File: config.mk
export PLATFORM = sky130hd
export DESIGN_NAME = humidity_temperature_frame_decoder_top_flat
export DESIGN_NICKNAME = d
export VERILOG_FILES = /design/src/rtl/htfd_pkg.sv /design/src/rtl/htfd_req_if.sv /design/src/rtl/htfd_rsp_if.sv /design/src/rtl/humidity_temperature_frame_decoder_top.sv /design/src/flat_wrapper.sv
export SDC_FILE = /design/constraint.sdc
export NUM_CORES = 1
export LEC_CHECK = 0
export BUFFER_PORTS_ARGS = -buffer_cell sky130_fd_sc_hd__clkbuf_2
export CAP_MARGIN = 40
export CORE_MARGIN = 4
export CORE_UTILIZATION = 35
export DETAILED_ROUTE_END_ITERATION = 12
export MAX_ROUTING_LAYER = met4
export SLEW_MARGIN = 20
export SYNTH_ARGS = -nofsm -noshare
export SYNTH_HDL_FRONTEND = slang
export SYNTH_SLANG_ARGS = --single-unit
export TNS_END_PERCENT = 1
File: constraint.sdc
create_clock -name clock -period 10.24 [get_ports clock]
set_clock_uncertainty 0.05 [all_clocks]
set_input_delay 1.536 -clock clock [delete_from_list [all_inputs] [get_ports clock]]
set_output_delay 1.536 -clock clock [all_outputs]
set_load 0.01 [all_outputs]
File: src/rtl/htfd_pkg.sv
// Shared types, constants and arithmetic helpers for the humidity/temperature frame decoder.
package htfd_pkg;

   localparam logic [7:0]  CRC_INIT    = 8'hFF;
   localparam logic [7:0]  CRC_POLY    = 8'h31;
   localparam logic [17:0] TEMP_SCALE  = 18'd175000;
   localparam logic [16:0] HUM_SCALE   = 17'd100000;
   localparam logic [17:0] TEMP_OFFSET = 18'd45000;
   localparam logic [16:0] DIVISOR     = 17'd65535;

   localparam int TEMP_W      = 18;
   localparam int HUM_W       = 17;
   localparam int TEMP_PROD_W = 34;
   localparam int HUM_PROD_W  = 33;

   typedef enum logic [2:0] {
      POS_T_HI  = 3'd0,
      POS_T_LO  = 3'd1,
      POS_T_CRC = 3'd2,
      POS_H_HI  = 3'd3,
      POS_H_LO  = 3'd4,
      POS_H_CRC = 3'd5
   } pos_type;

   // CRC-8, MSB first, no reflection, no final XOR
   function automatic logic [7:0] crc8_byte(input logic [7:0] crc, input logic [7:0] data);
      logic [7:0] c;
      c = crc ^ data;
      for (int k = 0; k < 8; k++) begin
         if (c[7]) begin
            c = {c[6:0], 1'b0} ^ CRC_POLY;
         end else begin
            c = {c[6:0], 1'b0};
         end
      end
      return c;
   endfunction

   // floor(x / 65535) for a 34-bit x, using 65536 = 65535 + 1 folding
   function automatic logic [17:0] div_65535(input logic [33:0] x);
      logic [17:0] q1;
      logic [18:0] r1;
      logic [2:0]  q2;
      logic [16:0] r2;
      logic        fix;
      q1  = x[33:16];
      r1  = {3'b000, x[15:0]} + {1'b0, q1};
      q2  = r1[18:16];
      r2  = {1'b0, r1[15:0]} + {14'd0, q2};
      fix = (r2 >= DIVISOR);
      return q1 + {15'd0, q2} + {17'd0, fix};
   endfunction

endpackage

File: src/rtl/htfd_req_if.sv
// Request channel carrying one frame byte and its frame-start flag.
interface htfd_req_if;
   logic       valid;
   logic       ready;
   logic [7:0] data_byte;
   logic       frame_start;

   modport source (output valid, output data_byte, output frame_start, input ready);
   modport sink   (input valid, input data_byte, input frame_start, output ready);
endinterface

File: src/rtl/htfd_rsp_if.sv
// Result channel carrying the check status and the scaled measurements.
interface htfd_rsp_if;
   logic               valid;
   logic               ready;
   logic               status;
   logic signed [17:0] temperature_mcelsius;
   logic        [16:0] humidity_mpercent;

   modport source (output valid, output status, output temperature_mcelsius,
                   output humidity_mpercent, input ready);
   modport sink   (input valid, input status, input temperature_mcelsius,
                   input humidity_mpercent, output ready);
endinterface

File: src/rtl/humidity_temperature_frame_decoder_top.sv
// Top level of the humidity/temperature frame decoder.
//
// The decoder takes one byte per request (temperature high, low, CRC, then
// humidity high, low, CRC) and checks each two-byte word against a CRC-8
// (polynomial 0x31, start 0xFF). A request with frame_start set always counts
// as the first byte of a new frame; a partial frame is dropped silently.
// After the sixth byte one result is produced: status 0 with temperature in
// milli-degrees C (-45000 + raw*175000/65535) and humidity in milli-percent
// (raw*100000/65535), or status 1 with both values zero. A byte is accepted
// every cycle unless the request side stalls. After its sixth byte, a result
// passes through the product register (constant multiplies) and then the
// result register (constant divide by 65535 and offset). The request side keeps
// accepting bytes while a result waits on the output; it stalls only when
// both the product register and the result register are full.
module humidity_temperature_frame_decoder_top (
   input  logic              clock,
   input  logic              reset,
   htfd_req_if.sink          req_chan,
   htfd_rsp_if.source        rsp_chan
);

   // Frame tracking state
   htfd_pkg::pos_type pos_ff, pos_in;
   logic [7:0]        crc_ff, crc_in;
   logic              temp_ok_ff, temp_ok_in;
   logic [15:0]       temp_raw_ff, temp_raw_in;
   logic [7:0]        hum_hi_ff, hum_hi_in;
   logic [7:0]        hum_lo_ff, hum_lo_in;

   // Product stage
   logic                                  prod_valid_ff, prod_valid_in;
   logic                                  prod_ok_ff, prod_ok_in;
   logic [htfd_pkg::TEMP_PROD_W-1:0]      prod_temp_ff, prod_temp_in;
   logic [htfd_pkg::HUM_PROD_W-1:0]       prod_hum_ff, prod_hum_in;

   // Result stage
   logic                                  rsp_valid_ff, rsp_valid_in;
   logic                                  status_ff, status_in;
   logic [htfd_pkg::TEMP_W-1:0]           temp_ff, temp_in;
   logic [htfd_pkg::HUM_W-1:0]            hum_ff, hum_in;

   logic              req_fire;
   logic              out_adv;
   logic              frame_done;
   htfd_pkg::pos_type eff_pos;
   logic [15:0]       hum_raw;
   logic [17:0]       temp_q;
   logic [17:0]       hum_q;

   // Advance the result register when it is empty or being drained
   assign out_adv        = !rsp_valid_ff || rsp_chan.ready;
   // Take a request unless the product register is stuck behind a full output
   assign req_chan.ready = !prod_valid_ff || out_adv;
   assign req_fire       = req_chan.valid && req_chan.ready;

   // Realign on frame start; a stray position past the last byte restarts too
   assign eff_pos = (req_chan.frame_start || (pos_ff > htfd_pkg::POS_H_CRC))
                    ? htfd_pkg::POS_T_HI : pos_ff;

   assign frame_done = req_fire && (eff_pos == htfd_pkg::POS_H_CRC);
   assign hum_raw    = {hum_hi_ff, hum_lo_ff};

   // Frame tracking: walk the six byte positions and fold bytes into the CRC
   always_comb begin
      pos_in      = pos_ff;
      crc_in      = crc_ff;
      temp_ok_in  = temp_ok_ff;
      temp_raw_in = temp_raw_ff;
      hum_hi_in   = hum_hi_ff;
      hum_lo_in   = hum_lo_ff;
      if (req_fire) begin
         pos_in = htfd_pkg::pos_type'(eff_pos + 3'd1);
         case (eff_pos)
            htfd_pkg::POS_T_HI: begin
               crc_in      = htfd_pkg::crc8_byte(htfd_pkg::CRC_INIT, req_chan.data_byte);
               temp_raw_in = {req_chan.data_byte, 8'h00};
            end
            htfd_pkg::POS_T_LO: begin
               crc_in      = htfd_pkg::crc8_byte(crc_ff, req_chan.data_byte);
               temp_raw_in = {temp_raw_ff[15:8], req_chan.data_byte};
            end
            htfd_pkg::POS_T_CRC: begin
               temp_ok_in = (crc_ff == req_chan.data_byte);
               crc_in     = htfd_pkg::CRC_INIT;
            end
            htfd_pkg::POS_H_HI: begin
               crc_in    = htfd_pkg::crc8_byte(htfd_pkg::CRC_INIT, req_chan.data_byte);
               hum_hi_in = req_chan.data_byte;
            end
            htfd_pkg::POS_H_LO: begin
               crc_in    = htfd_pkg::crc8_byte(crc_ff, req_chan.data_byte);
               hum_lo_in = req_chan.data_byte;
            end
            htfd_pkg::POS_H_CRC: begin
               crc_in = htfd_pkg::CRC_INIT;
               pos_in = htfd_pkg::POS_T_HI;
            end
            default: begin
               pos_in = htfd_pkg::POS_T_HI;
            end
         endcase
      end
   end

   // Product stage: load on the last byte, drain into the result register
   always_comb begin
      prod_valid_in = prod_valid_ff;
      prod_ok_in    = prod_ok_ff;
      prod_temp_in  = prod_temp_ff;
      prod_hum_in   = prod_hum_ff;
      if (frame_done) begin
         prod_valid_in = 1'b1;
         prod_ok_in    = temp_ok_ff && (crc_ff == req_chan.data_byte);
         prod_temp_in  = {18'd0, temp_raw_ff} * {16'd0, htfd_pkg::TEMP_SCALE};
         prod_hum_in   = {17'd0, hum_raw} * {16'd0, htfd_pkg::HUM_SCALE};
      end else if (out_adv) begin
         prod_valid_in = 1'b0;
      end
   end

   // Result stage: divide by full scale, apply offset, zero on a CRC error
   assign temp_q = htfd_pkg::div_65535(prod_temp_ff);
   assign hum_q  = htfd_pkg::div_65535({1'b0, prod_hum_ff});

   always_comb begin
      rsp_valid_in = rsp_valid_ff;
      status_in    = status_ff;
      temp_in      = temp_ff;
      hum_in       = hum_ff;
      if (out_adv) begin
         rsp_valid_in = prod_valid_ff;
         status_in    = !prod_ok_ff;
         temp_in      = prod_ok_ff ? (temp_q - htfd_pkg::TEMP_OFFSET) : '0;
         hum_in       = prod_ok_ff ? hum_q[htfd_pkg::HUM_W-1:0] : '0;
      end
   end

   always_ff @(posedge clock) begin
      if (reset) begin
         pos_ff        <= htfd_pkg::POS_T_HI;
         crc_ff        <= htfd_pkg::CRC_INIT;
         temp_ok_ff    <= 1'b0;
         prod_valid_ff <= 1'b0;
         rsp_valid_ff  <= 1'b0;
      end else begin
         pos_ff        <= pos_in;
         crc_ff        <= crc_in;
         temp_ok_ff    <= temp_ok_in;
         prod_valid_ff <= prod_valid_in;
         rsp_valid_ff  <= rsp_valid_in;
      end
   end

   // Payload registers hold without reset
   always_ff @(posedge clock) begin
      temp_raw_ff  <= temp_raw_in;
      hum_hi_ff    <= hum_hi_in;
      hum_lo_ff    <= hum_lo_in;
      prod_ok_ff   <= prod_ok_in;
      prod_temp_ff <= prod_temp_in;
      prod_hum_ff  <= prod_hum_in;
      status_ff    <= status_in;
      temp_ff      <= temp_in;
      hum_ff       <= hum_in;
   end

   assign rsp_chan.valid                = rsp_valid_ff;
   assign rsp_chan.status               = status_ff;
   assign rsp_chan.temperature_mcelsius = $signed(temp_ff);
   assign rsp_chan.humidity_mpercent    = hum_ff;

endmodule

File: src/flat_wrapper.sv
// flat-port wrapper written by rule: the top's interface ports become plain ports
module humidity_temperature_frame_decoder_top_flat 
  (clock, reset, req_chan_valid, req_chan_data_byte, req_chan_frame_start, req_chan_ready, rsp_chan_valid, rsp_chan_status, rsp_chan_temperature_mcelsius, rsp_chan_humidity_mpercent, rsp_chan_ready);
  htfd_req_if req_chan_i ();
  htfd_rsp_if rsp_chan_i ();
  input  logic clock;
  input  logic reset;
  input wire logic [$bits(req_chan_i.valid)-1:0] req_chan_valid;
  input wire logic [$bits(req_chan_i.data_byte)-1:0] req_chan_data_byte;
  input wire logic [$bits(req_chan_i.frame_start)-1:0] req_chan_frame_start;
  output wire logic [$bits(req_chan_i.ready)-1:0] req_chan_ready;
  output wire logic [$bits(rsp_chan_i.valid)-1:0] rsp_chan_valid;
  output wire logic [$bits(rsp_chan_i.status)-1:0] rsp_chan_status;
  output wire logic [$bits(rsp_chan_i.temperature_mcelsius)-1:0] rsp_chan_temperature_mcelsius;
  output wire logic [$bits(rsp_chan_i.humidity_mpercent)-1:0] rsp_chan_humidity_mpercent;
  input wire logic [$bits(rsp_chan_i.ready)-1:0] rsp_chan_ready;
  assign req_chan_i.valid = req_chan_valid;
  assign req_chan_i.data_byte = req_chan_data_byte;
  assign req_chan_i.frame_start = req_chan_frame_start;
  assign req_chan_ready = req_chan_i.ready;
  assign rsp_chan_valid = rsp_chan_i.valid;
  assign rsp_chan_status = rsp_chan_i.status;
  assign rsp_chan_temperature_mcelsius = rsp_chan_i.temperature_mcelsius;
  assign rsp_chan_humidity_mpercent = rsp_chan_i.humidity_mpercent;
  assign rsp_chan_i.ready = rsp_chan_ready;
  humidity_temperature_frame_decoder_top u_core (.clock(clock), .reset(reset), .req_chan(req_chan_i), .rsp_chan(rsp_chan_i));
endmodule
==> results.md, run 1 <==
- Initial DRT Pass Iterations: 5
- Max IR drop VDD: 0.277 mV
- Max Cap Violations: 0
- Die footprint: 0.0472 sq mm
- Fraction of layout instances using a drive strength above 1: 7.48%
- I/O Buffers: 50
- Setup ws final: 3080 ps
- Worst hold path class: flip-flop to flip-flop
- Maximum clock frequency: 140 MHz
- Leak pwr: 7.92 nW
- Clock power share: 15.1%
- Clk root buf: clkbuf_16
- Filler cells: 4248
- Top_reg_cell synth: edfxtp_1
- Internal power: 2.23 mW
- Largest cells by area after synthesis: edfxtp_1, ha_1, fa_1, inv_1, xnor2_1
- Cell area after placement: 0.0163 sq mm
- GRT Total Usage: 14.7%
- Slowest cell delay on critical path: 530 ps
- Sequential element share of the synthesized area: 26.9%
- Congestion Overflow GR: 0
- Total negative slack: 0 ps
- Initial core utilization: 35.5%
- Post-CTS setup buffer count: 0
- Initial antenna violation count: 0
- Count leader, synth: inv_1
- Die width: 217 microns
- Most frequent CP cell: fa_1
- DRT iter0 DRCs: 429
- Dpl hpwl: 27100 microns
- Seq cells post-synth: 142
- Synthesized area: 0.0153 sq mm
- DR WL/cell: 15.2 microns
- Syn. warnings: 0
- Unrepaired setup endpoints after global routing: false
- Area share of the largest cell type after synthesis: 25.1%
- Pins Over Slew Limit: 0
- CP Data Arrival Time: 7320 ps
- Buf/Inv on CP: 1
- Die H: 217 microns
- First-pass GRT wire length: 53900 microns
- Max Buffers Root-to-Sink: 2
- Comb power frac: 64.8%
- Post-Route WL: 32200 microns
- Cell Count, Final, Fillers Out: 2110
- Post-CTS sizing: 0
- Critical path origin: u_core.prod_temp_ff[19]
- Fin crit share: 70.0%
- Finish-stage setup viols: 0
- Flop pwr share: 20.0%
- Crit path kind: flip-flop to flip-flop
- Final Hold Viols: 0
- IO Pins: 51
- Area leader, netlist: edfxtp_1
- Detail Route Antenna Nets: 0
- Non-Filler Cell Area, Final: 0.0168 sq mm
- Remaining DRCs: 0
- Pwr dens: 237 mW/mm^2
- Setup crit start kind: flip-flop
- TritonCTS buffer count: 17
- Rel. slew slack: 45.0%
- Syn_area_per_cell: 10.6 sq um
- Mapped Cells: 1450
- HP Start: u_core.temp_ok_ff
- WP data required: 10390 ps
- Clk_lat worst skew: 450 ps
- Net Sw Power: 1.76 mW
- CTS sink cnt: 142
- Largest net degree at the start of global routing: 61
- GPL Wtd Cong: 0.876
- Largest fanout on the critical path: 5
- Worst slack at placement: 3120 ps
- Worst-path clk slew: 70 ps
- Total power: 3.99 mW
- Vias in the first global route: 10629
- Top post-synthesis cells by count: inv_1, ha_1, fa_1
- Total vias in the final route: 10081
- CP max-delay cell: or4_1
- EDFF count, synth: 128
- Vias per cell: 4.78
- Nets@finish: 1925
- H-Tree Depth: 4
- Worst Max-Slew Pin Slew: 823 ps
- CTS tree: built
- N_diodes: 0
- Area Overhead vs Synth: 10.0%
- Core Footprint: 0.0432 sq mm
- Std cell rows: 76
- Cts hold-fix bufs: 0
- R2R Path Start: u_core.prod_temp_ff[19]
- CP delay by family, top: simple AND/OR/NAND/NOR gates
- Status: completed
- CP endpoint kind: flip-flop
- Synthesized net count: 1863
- Synth cell types: 83
- Final core occ: 39.0%
- Min Tclk post-route: 7160 ps
- Switching power share of the total: 44.1%
- Number of placed cells counting well taps: 2078
- Hold WS: 404 ps
- Async S/R FF share, synth: 0%
==> final cells by class <==
type                       count  area (sq um)  share of cell area, %
inverter                     280          1050                   6.24
timing repair buffer          55           303                   1.80
clock buffer                  19           433                   2.57
multi-input combinational   1016         10100                   59.8
tap                          585           732                   4.35
sequential                   142          4120                   24.5
clock inverter                13           130                  0.773
==> state kept, by name (all words and copies together) (netlist names) <==
| register | count |
|---|---|
| u_core.prod_valid_ff | 1 |
| u_core.hum_lo_ff | 8 |
| u_core.rsp_chan.humidity_mpercent | 17 |
| u_core.rsp_chan.valid | 1 |
| u_core.temp_ok_ff | 1 |
| u_core.pos_ff | 3 |
| u_core.hum_hi_ff | 8 |
| u_core.temp_raw_ff | 16 |
| u_core.prod_temp_ff | 31 |
| u_core.prod_hum_ff | 28 |
| u_core.rsp_chan.temperature_mcelsius | 18 |
| u_core.crc_ff | 8 |
| u_core.rsp_chan.status | 1 |
| u_core.prod_ok_ff | 1 |
==> cells in the final DEF (no fill, tap or decap), types with 12 or more instances in the layout <==
cell type and count:
a21oi_1 59, inv_1 277, nor3_1 19, xnor2_1 76, xor2_1 44, nor2_1 85, clkbuf_16 17, o21ai_0 32
and2_1 15, o21bai_1 12, a21o_1 25, nor2b_1 16, dfxtp_1 14, nand2_1 52, nand3_1 14, edfxtp_1 128
clkbuf_2 50, ha_1 263, fa_1 137
==> worst register-to-register path, stage by stage (launching register included) <==
cell and delay (ps):
edfxtp_1 460, ha_1 260, fa_1 420, a21o_1 170, a21o_1 200, a21oi_1 230, a21oi_1 140, a41oi_1 280
nor2_1 90, o21ai_1 230, xor2_1 320, fa_1 470, nand4b_1 230, o32ai_1 290, a221oi_1 110, or4_1 530
nor4_1 260, nand4b_1 170, fa_1 440, fa_1 390, nor2b_1 200, or3_1 260, and4_1 270, o21ai_1 100
inv_1 70, o21ai_1 60, xnor2_1 150, nor2_1 60
==> power groups by stage <==
stage / logic [mW] / registers [mW] / clock network, mW
final: 2.59 / 0.800 / 0.604
after global routing: 2.98 / 0.801 / 0.647
after CTS: 2.61 / 0.800 / 0.623
after detailed placement: 2.57 / 0.812 / 0
after global placement: 2.55 / 0.812 / 0
after floorplan: 2.00 / 0.806 / 0
==> cells by family after synthesis <==
kind of cell	synth area share, %
AND/OR/NAND/NOR	8.94
AO/OA/AOI/OAI	9.90
flip-flops	26.9
buffers and inverters	7.29
XOR/XNOR	7.18
adder cells (fa/ha/maj)	39.4
multiplexers	0.343
==> routing by layer <==
metal,vias up,routed length (microns),track usage [%]
met4,0,371,3.48
met2,130,15000,23.5
met3,21,1160,2.51
li1,5053,-,-
met1,4877,15700,19.5
met5,-,0,-
==> worst paths after layout <==
kind                                         endpoint  slack [ps]  cells after the start
max          u_core.rsp_chan.temperature_mcelsius[16]        3080                     27
min reg2reg                         u_core.temp_ok_ff         400                      2
max reg2reg  u_core.rsp_chan.temperature_mcelsius[16]        3080                     27
min                                 u_core.temp_ok_ff         400                      2
No activity file was read; power rests on OpenSTA's default activity.
==> run 2, diff against run 1 <==
==> constraint.sdc (replaced) <==
create_clock -name clock -period 5.8 [get_ports clock]
set_clock_uncertainty 0.05 [all_clocks]
set_input_delay 0.87 -clock clock [delete_from_list [all_inputs] [get_ports clock]]
set_output_delay 0.87 -clock clock [all_outputs]
set_load 0.01 [all_outputs]
==> results.md, run 2 (same netlist as run 1, synthesis figures left out) <==
- Largest net degree at the start of global routing: 37
- Reg with most FFs: u_core.prod_temp_ff
- Most frequent cells in the layout: inv_1, ha_1, fa_1, edfxtp_1, nor2_1
- Min Tclk post-route: 6040 ps
- Post-Route WL: 32300 microns
- Unrepaired setup endpoints after global routing: true
- Core Footprint: 0.0432 sq mm
- Die footprint: 0.0472 sq mm
- Congestion Overflow GR: 0
- Total negative slack: -801 ps
- Die width: 217 microns
- Final Hold Viols: 0
- Pins Over Slew Limit: 0
- Max Cap Violations: 0
- First-pass GRT wire length: 55300 microns
- I/O Buffers: 50
- Vias in the first global route: 10871
- CTS sink cnt: 142
- Clk_lat worst skew: 450 ps
- WP data required: 5960 ps
- Pwr dens: 417 mW/mm^2
- Nets@finish: 1986
- GPL Wtd Cong: 0.885
- CP Data Arrival Time: 6200 ps
- Area of the multi-input gates: 0.0102 sq mm
- Fraction of layout instances using a drive strength above 1: 13.0%
- TritonCTS buffer count: 17
- Commonest non-fill, non-tap cell in the layout: inv_1
- Filler cells: 4206
- R2R Path Start: u_core.prod_temp_ff[19]
- Crit path kind: flip-flop to flip-flop
- Hold WS: 403 ps
- Total vias in the final route: 10359
- Worst Max-Slew Pin Slew: 853 ps
- Hold path depth: 2
- Area Overhead vs Synth: 14.2%
- Dpl hpwl: 27500 microns
- Max Buffers Root-to-Sink: 2
- Largest fanout on the critical path: 3
- Setup ws final: -241 ps
- Max IR drop VDD: 0.458 mV
- CP endpoint kind: flip-flop
- Vias per cell: 4.77
- Setup crit start kind: flip-flop
- Die H: 217 microns
- DRT iter0 DRCs: 518
- Critical path origin: u_core.prod_temp_ff[19]
- HP Start: u_core.temp_ok_ff
- Register Area: 0.00412 sq mm
- CTS tree: built
- Failing checks: negative setup slack
- IO Pins: 51
- Fin crit share: 104%
- Worst-path clk slew: 70 ps
- Std cell rows: 76
- Initial core utilization: 35.5%
- Initial antenna violation count: 0
- Status: complete, but fails checks
- Largest register FFs: 31
- Initial DRT Pass Iterations: 7
- DR WL/cell: 14.9 microns
- Worst hold path class: flip-flop to flip-flop
- Clk root buf: clkbuf_16
- Rel. slew slack: 42.9%
- Reg2reg path depth: 27
- H-Tree Depth: 4
- Maximum clock frequency: 166 MHz
- Finish-stage setup viols: 6
- Leak pwr: 8.27 nW
- N_diodes: 0
- Detail Route Antenna Nets: 0
- Remaining DRCs: 0
- GRT Total Usage: 15.0%
[run 2: path summary, 6_finish.rpt]
| check | endpoint | slack, ps |
|---|---|---|
| max | u_core.rsp_chan.temperature_mcelsius[16] | -240 |
| min | u_core.temp_ok_ff | 400 |
| max reg2reg | u_core.rsp_chan.temperature_mcelsius[16] | -240 |
| min reg2reg | u_core.temp_ok_ff | 400 |
[run 2: power breakdown]
group | switching, mW | internal, mW | leakage (nW)
combinational | 2.67 | 2.01 | 6.63
clock | 0.472 | 0.729 | 0.301
sequential | 0.0180 | 1.38 | 1.34
[run 2: per-stage QoR]
step | utilization [%] | instances | total power [mW] | area, sq um | setup slack, ps
final | 40.5 | 2171 | 7.29 | 17500 | -241
after global routing | 40.5 | 2171 | 8.07 | 17500 | -662
after CTS | 40.4 | 2171 | 7.35 | 17400 | -253
after detailed placement | 38.8 | 2138 | 6.08 | 16800 | -435
after global placement | 38.8 | 2135 | 6.06 | 16700 | -272
after floorplan | - | 1450 | 4.95 | 15400 | -140
[run 2: metal layers]
metal	part of all wire [%]	vias to the layer above	GRT usage, %
li1	-	5188	-
met1	49	4957	20.2
met2	45	169	23.1
met3	3.9	45	2.88
met4	2.0	0	4.52
met5	0	-	-
[run 2: final cells by class]
type | count | area share [%]
well taps | 585 | 4.19
repair buffers | 116 | 4.28
inverters | 280 | 6.01
clock buffers | 18 | 2.45
flip-flops and latches | 142 | 23.6
clock inverters | 14 | 1.19
multi-input cells | 1016 | 58.3
[run 2: repair_timing]
action                                 4_1_cts  5_1_grt
endpoints found under the hold margin        0        0
gates resized for setup                      7       14
setup buffers                                1        0
pin swaps                                    9        4
hold buffers                                 0        0
setup endpoints to repair                   18       34
[run 2: worst max-delay path, stage by stage, from the launching register on]
cell and delay, ps:
edfxtp_1 390, ha_2 220, fa_2 350, a21o_1 170, a21o_1 190, a21oi_2 160
a21oi_2 90, a41oi_2 160, nor2_1 80, o21ai_2 180, xor2_2 210, fa_2 470
nand4b_1 250, o32ai_2 280, a221oi_2 80, or4_1 540, nor4_2 150, nand4b_1 170
fa_2 390, fa_2 360, nor2b_2 130, or3_4 140, and4_4 210, o21ai_2 60
inv_1 60, o21ai_2 50, xnor2_1 150, nor2_1 50
==> run 3, diff against run 2 <==
--- a/config.mk
+++ b/config.mk
@@ -5,8 +5,10 @@
 export SDC_FILE = /design/constraint.sdc
 export NUM_CORES = 1
 export LEC_CHECK = 0
+export ABC_AREA = 1
 export BUFFER_PORTS_ARGS = -buffer_cell sky130_fd_sc_hd__clkbuf_2
 export CAP_MARGIN = 40
+export CORE_ASPECT_RATIO = 0.75
 export CORE_MARGIN = 4
 export CORE_UTILIZATION = 35
 export DETAILED_ROUTE_END_ITERATION = 12
==> results.md, run 3 <==
- Status: completed
- CP max-delay cell: fa_1
- Unrepaired setup endpoints after global routing: true
- Dpl hpwl: 32100 microns
- R2r setup slk: 340 ps
- Seq cells post-synth: 142
- Die width: 255 microns
- Syn. warnings: 0
- Mapped Cells: 1786
- I/O Buffers: 50
- Setup crit start kind: flip-flop
- IO Pins: 51
- Min Tclk post-route: 5460 ps
- Die footprint: 0.0493 sq mm
- Sequential element share of the synthesized area: 25.8%
- Area leader, netlist: edfxtp_1
- Area share of the largest cell type after synthesis: 24.0%
- Clock power share: 16.9%
- Synthesized area: 0.0160 sq mm
- Finish-stage setup viols: 0
- Initial DRT Pass Iterations: 5
- Die H: 193 microns
- Synth cell types: 48
- Async S/R FF share, synth: 0%
- CP endpoint kind: flip-flop
- First-pass GRT wire length: 61800 microns
- HP Start: u_core.prod_valid_ff
- EDFF count, synth: 128
- Total power: 6.78 mW
- Hold path depth: 2
- Detail Route Antenna Nets: 0
- Largest register FFs: 31
- Fin crit share: 94.2%
- Synthesized net count: 2199
- R2R Path Start: u_core.prod_temp_ff[19]
- Crit path kind: flip-flop to flip-flop
- Internal power: 3.58 mW
- Pins Over Slew Limit: 0
- GPL Wtd Cong: 0.926
- Maximum clock frequency: 183 MHz
- TritonCTS buffer count: 17
- Reg2reg path depth: 29
- Cell Count, Final, Fillers Out: 2480
- Initial core utilization: 35.6%
- H-Tree Depth: 4
- GRT Total Usage: 16.0%
- Setup ws final: 335 ps
- CP Data Arrival Time: 5720 ps
- Core Footprint: 0.0449 sq mm
- Worst slack at placement: -16.9 ps
- Std cell rows: 67
- Hold WS: 411 ps
- Flop pwr share: 20.2%
- Worst hold path class: flip-flop to flip-flop
- Top_reg_cell synth: edfxtp_1
- Slowest cell delay on critical path: 470 ps
- Syn_area_per_cell: 8.97 sq um
- Vias per cell: 4.82
- Rel. slew slack: 46.4%
- Worst-path clk slew: 70 ps
- Max Buffers Root-to-Sink: 2
- Nets@finish: 2294
- Final Hold Viols: 0
- Comb power frac: 62.9%
- Clk root buf: clkbuf_16
- Number of placed cells counting well taps: 2424
- Largest net degree at the start of global routing: 62
- Top post-synthesis cells by count: inv_1, ha_1, nand2_1
- Commonest non-fill, non-tap cell in the layout: inv_1
- Max IR drop VDD: 0.395 mV
- Count leader, synth: inv_1
- Worst Max-Slew Pin Slew: 804 ps
- Switching power share of the total: 47.1%
- N_diodes: 0
- Reg with most FFs: u_core.prod_temp_ff
- DRT iter0 DRCs: 711
- Clk_lat worst skew: 440 ps
- Filler cells: 4427
- Post-Route WL: 37800 microns
- Congestion Overflow GR: 0
- Area Overhead vs Synth: 12.6%
- Leak pwr: 9.01 nW
- CTS sink cnt: 142
- Largest cells by area after synthesis: edfxtp_1, ha_1, fa_1, inv_1, nand2_1
- Total vias in the final route: 11949
- CTS tree: built
- Most frequent cells in the layout: inv_1, ha_1, nand2_1, fa_1, edfxtp_1
- Worst R2R End: u_core.rsp_chan.temperature_mcelsius[14]
- Max Cap Violations: 0
- Fraction of layout instances using a drive strength above 1: 9.13%
- Pwr dens: 376 mW/mm^2
- Vias in the first global route: 11869
- Largest fanout on the critical path: 4
- Net Sw Power: 3.19 mW
- Remaining DRCs: 0
- WP data required: 6060 ps
- Initial antenna violation count: 0
- Worst hold path endpoint: u_core.rsp_chan.valid
- DR WL/cell: 15.3 microns
-- run 3: cell types whose count changed after synthesis, moves of 34 or more --
cell     delta
xnor2_1    -34
a21oi_1    +53
inv_1     +126
nand2_1   +198
nor2_1     +39
nand3_1    +56
-- run 3: layer usage --
metal | vias up | share of wire (%) | track usage [%] | wire length, microns
met1 | 5691 | 54 | 24.9 | 20500
met2 | 260 | 40 | 21.8 | 15100
met4 | 0 | 1.0 | 2.69 | 390
met5 | - | 0 | - | 0
li1 | 5965 | - | - | -
met3 | 33 | 4.8 | 3.15 | 1820
-- run 3: final cells by class --
cell class | instances | area, sq um | area share (%)
sequential | 142 | 4120 | 22.9
clock inverter | 14 | 179 | 0.992
timing repair buffer | 83 | 493 | 2.73
clock buffer | 18 | 429 | 2.38
inverter | 406 | 1520 | 8.45
tap | 586 | 733 | 4.07
multi-input combinational | 1231 | 10600 | 58.5
-- run 3: repair_timing --
item,in CTS,in global routing
endpoints found under the hold margin,0,0
buffers inserted,0,24
resized for setup,2,42
setup endpoints to repair,3,15
hold buffers,0,0
pin swaps,0,14
-- run 3: cells by family after synthesis --
family                   synth area share, %
AND/OR/NAND/NOR                         13.7
buffers and inverters                   9.78
AO/OA/AOI/OAI                           7.47
XOR/XNOR                                5.56
adder cells (fa/ha/maj)                 37.7
flip-flops                              25.8
-- run 3: worst max-delay path: cells and delay by family, from the launching register on --
family / cells / cell delay (ps)
simple gates: 18 / 2020
xor+xnor: 1 / 260
compound gates: 4 / 590
fa+ha+maj: 5 / 1930
buf+inv: 1 / 60
flops: 1 / 410
-- run 3: metrics by stage --
| stage | cell area, sq um | setup TNS [ps] | util (%) |
|---|---|---|---|
| after global placement | 17000 | 0 | 37.9 |
| after floorplan | 16000 | 0 | - |
| after CTS | 17700 | 0 | 39.3 |
| after detailed placement | 17000 | -29.7 | 37.9 |
| final | 18000 | 0 | 40.1 |
| after global routing | 18000 | -58.9 | 40.1 |
-- run 3: worst max-delay path by stage --
stage,end,start,slack (ps)
global placement,u_core.rsp_chan.humidity_mpercent[16],u_core.prod_hum_ff[23],100
CTS,u_core.rsp_chan.humidity_mpercent[14],u_core.prod_hum_ff[23],30
finish,u_core.rsp_chan.temperature_mcelsius[14],u_core.prod_temp_ff[19],340
floorplan,u_core.prod_hum_ff[10],rsp_chan_ready,600
global route,u_core.rsp_chan.humidity_mpercent[14],u_core.prod_hum_ff[23],-30
detailed placement,u_core.rsp_chan.humidity_mpercent[14],u_core.prod_hum_ff[23],-20
-- run 3: power by group through the flow --
stage               Combinational (mW)  Clock, mW  Sequential (mW)
finish                            4.26       1.15             1.37
global route                      4.86       1.22             1.37
CTS                               4.27       1.17             1.37
detailed placement                4.21          0             1.39
global placement                  4.21          0             1.39
floorplan                         3.08          0             1.38
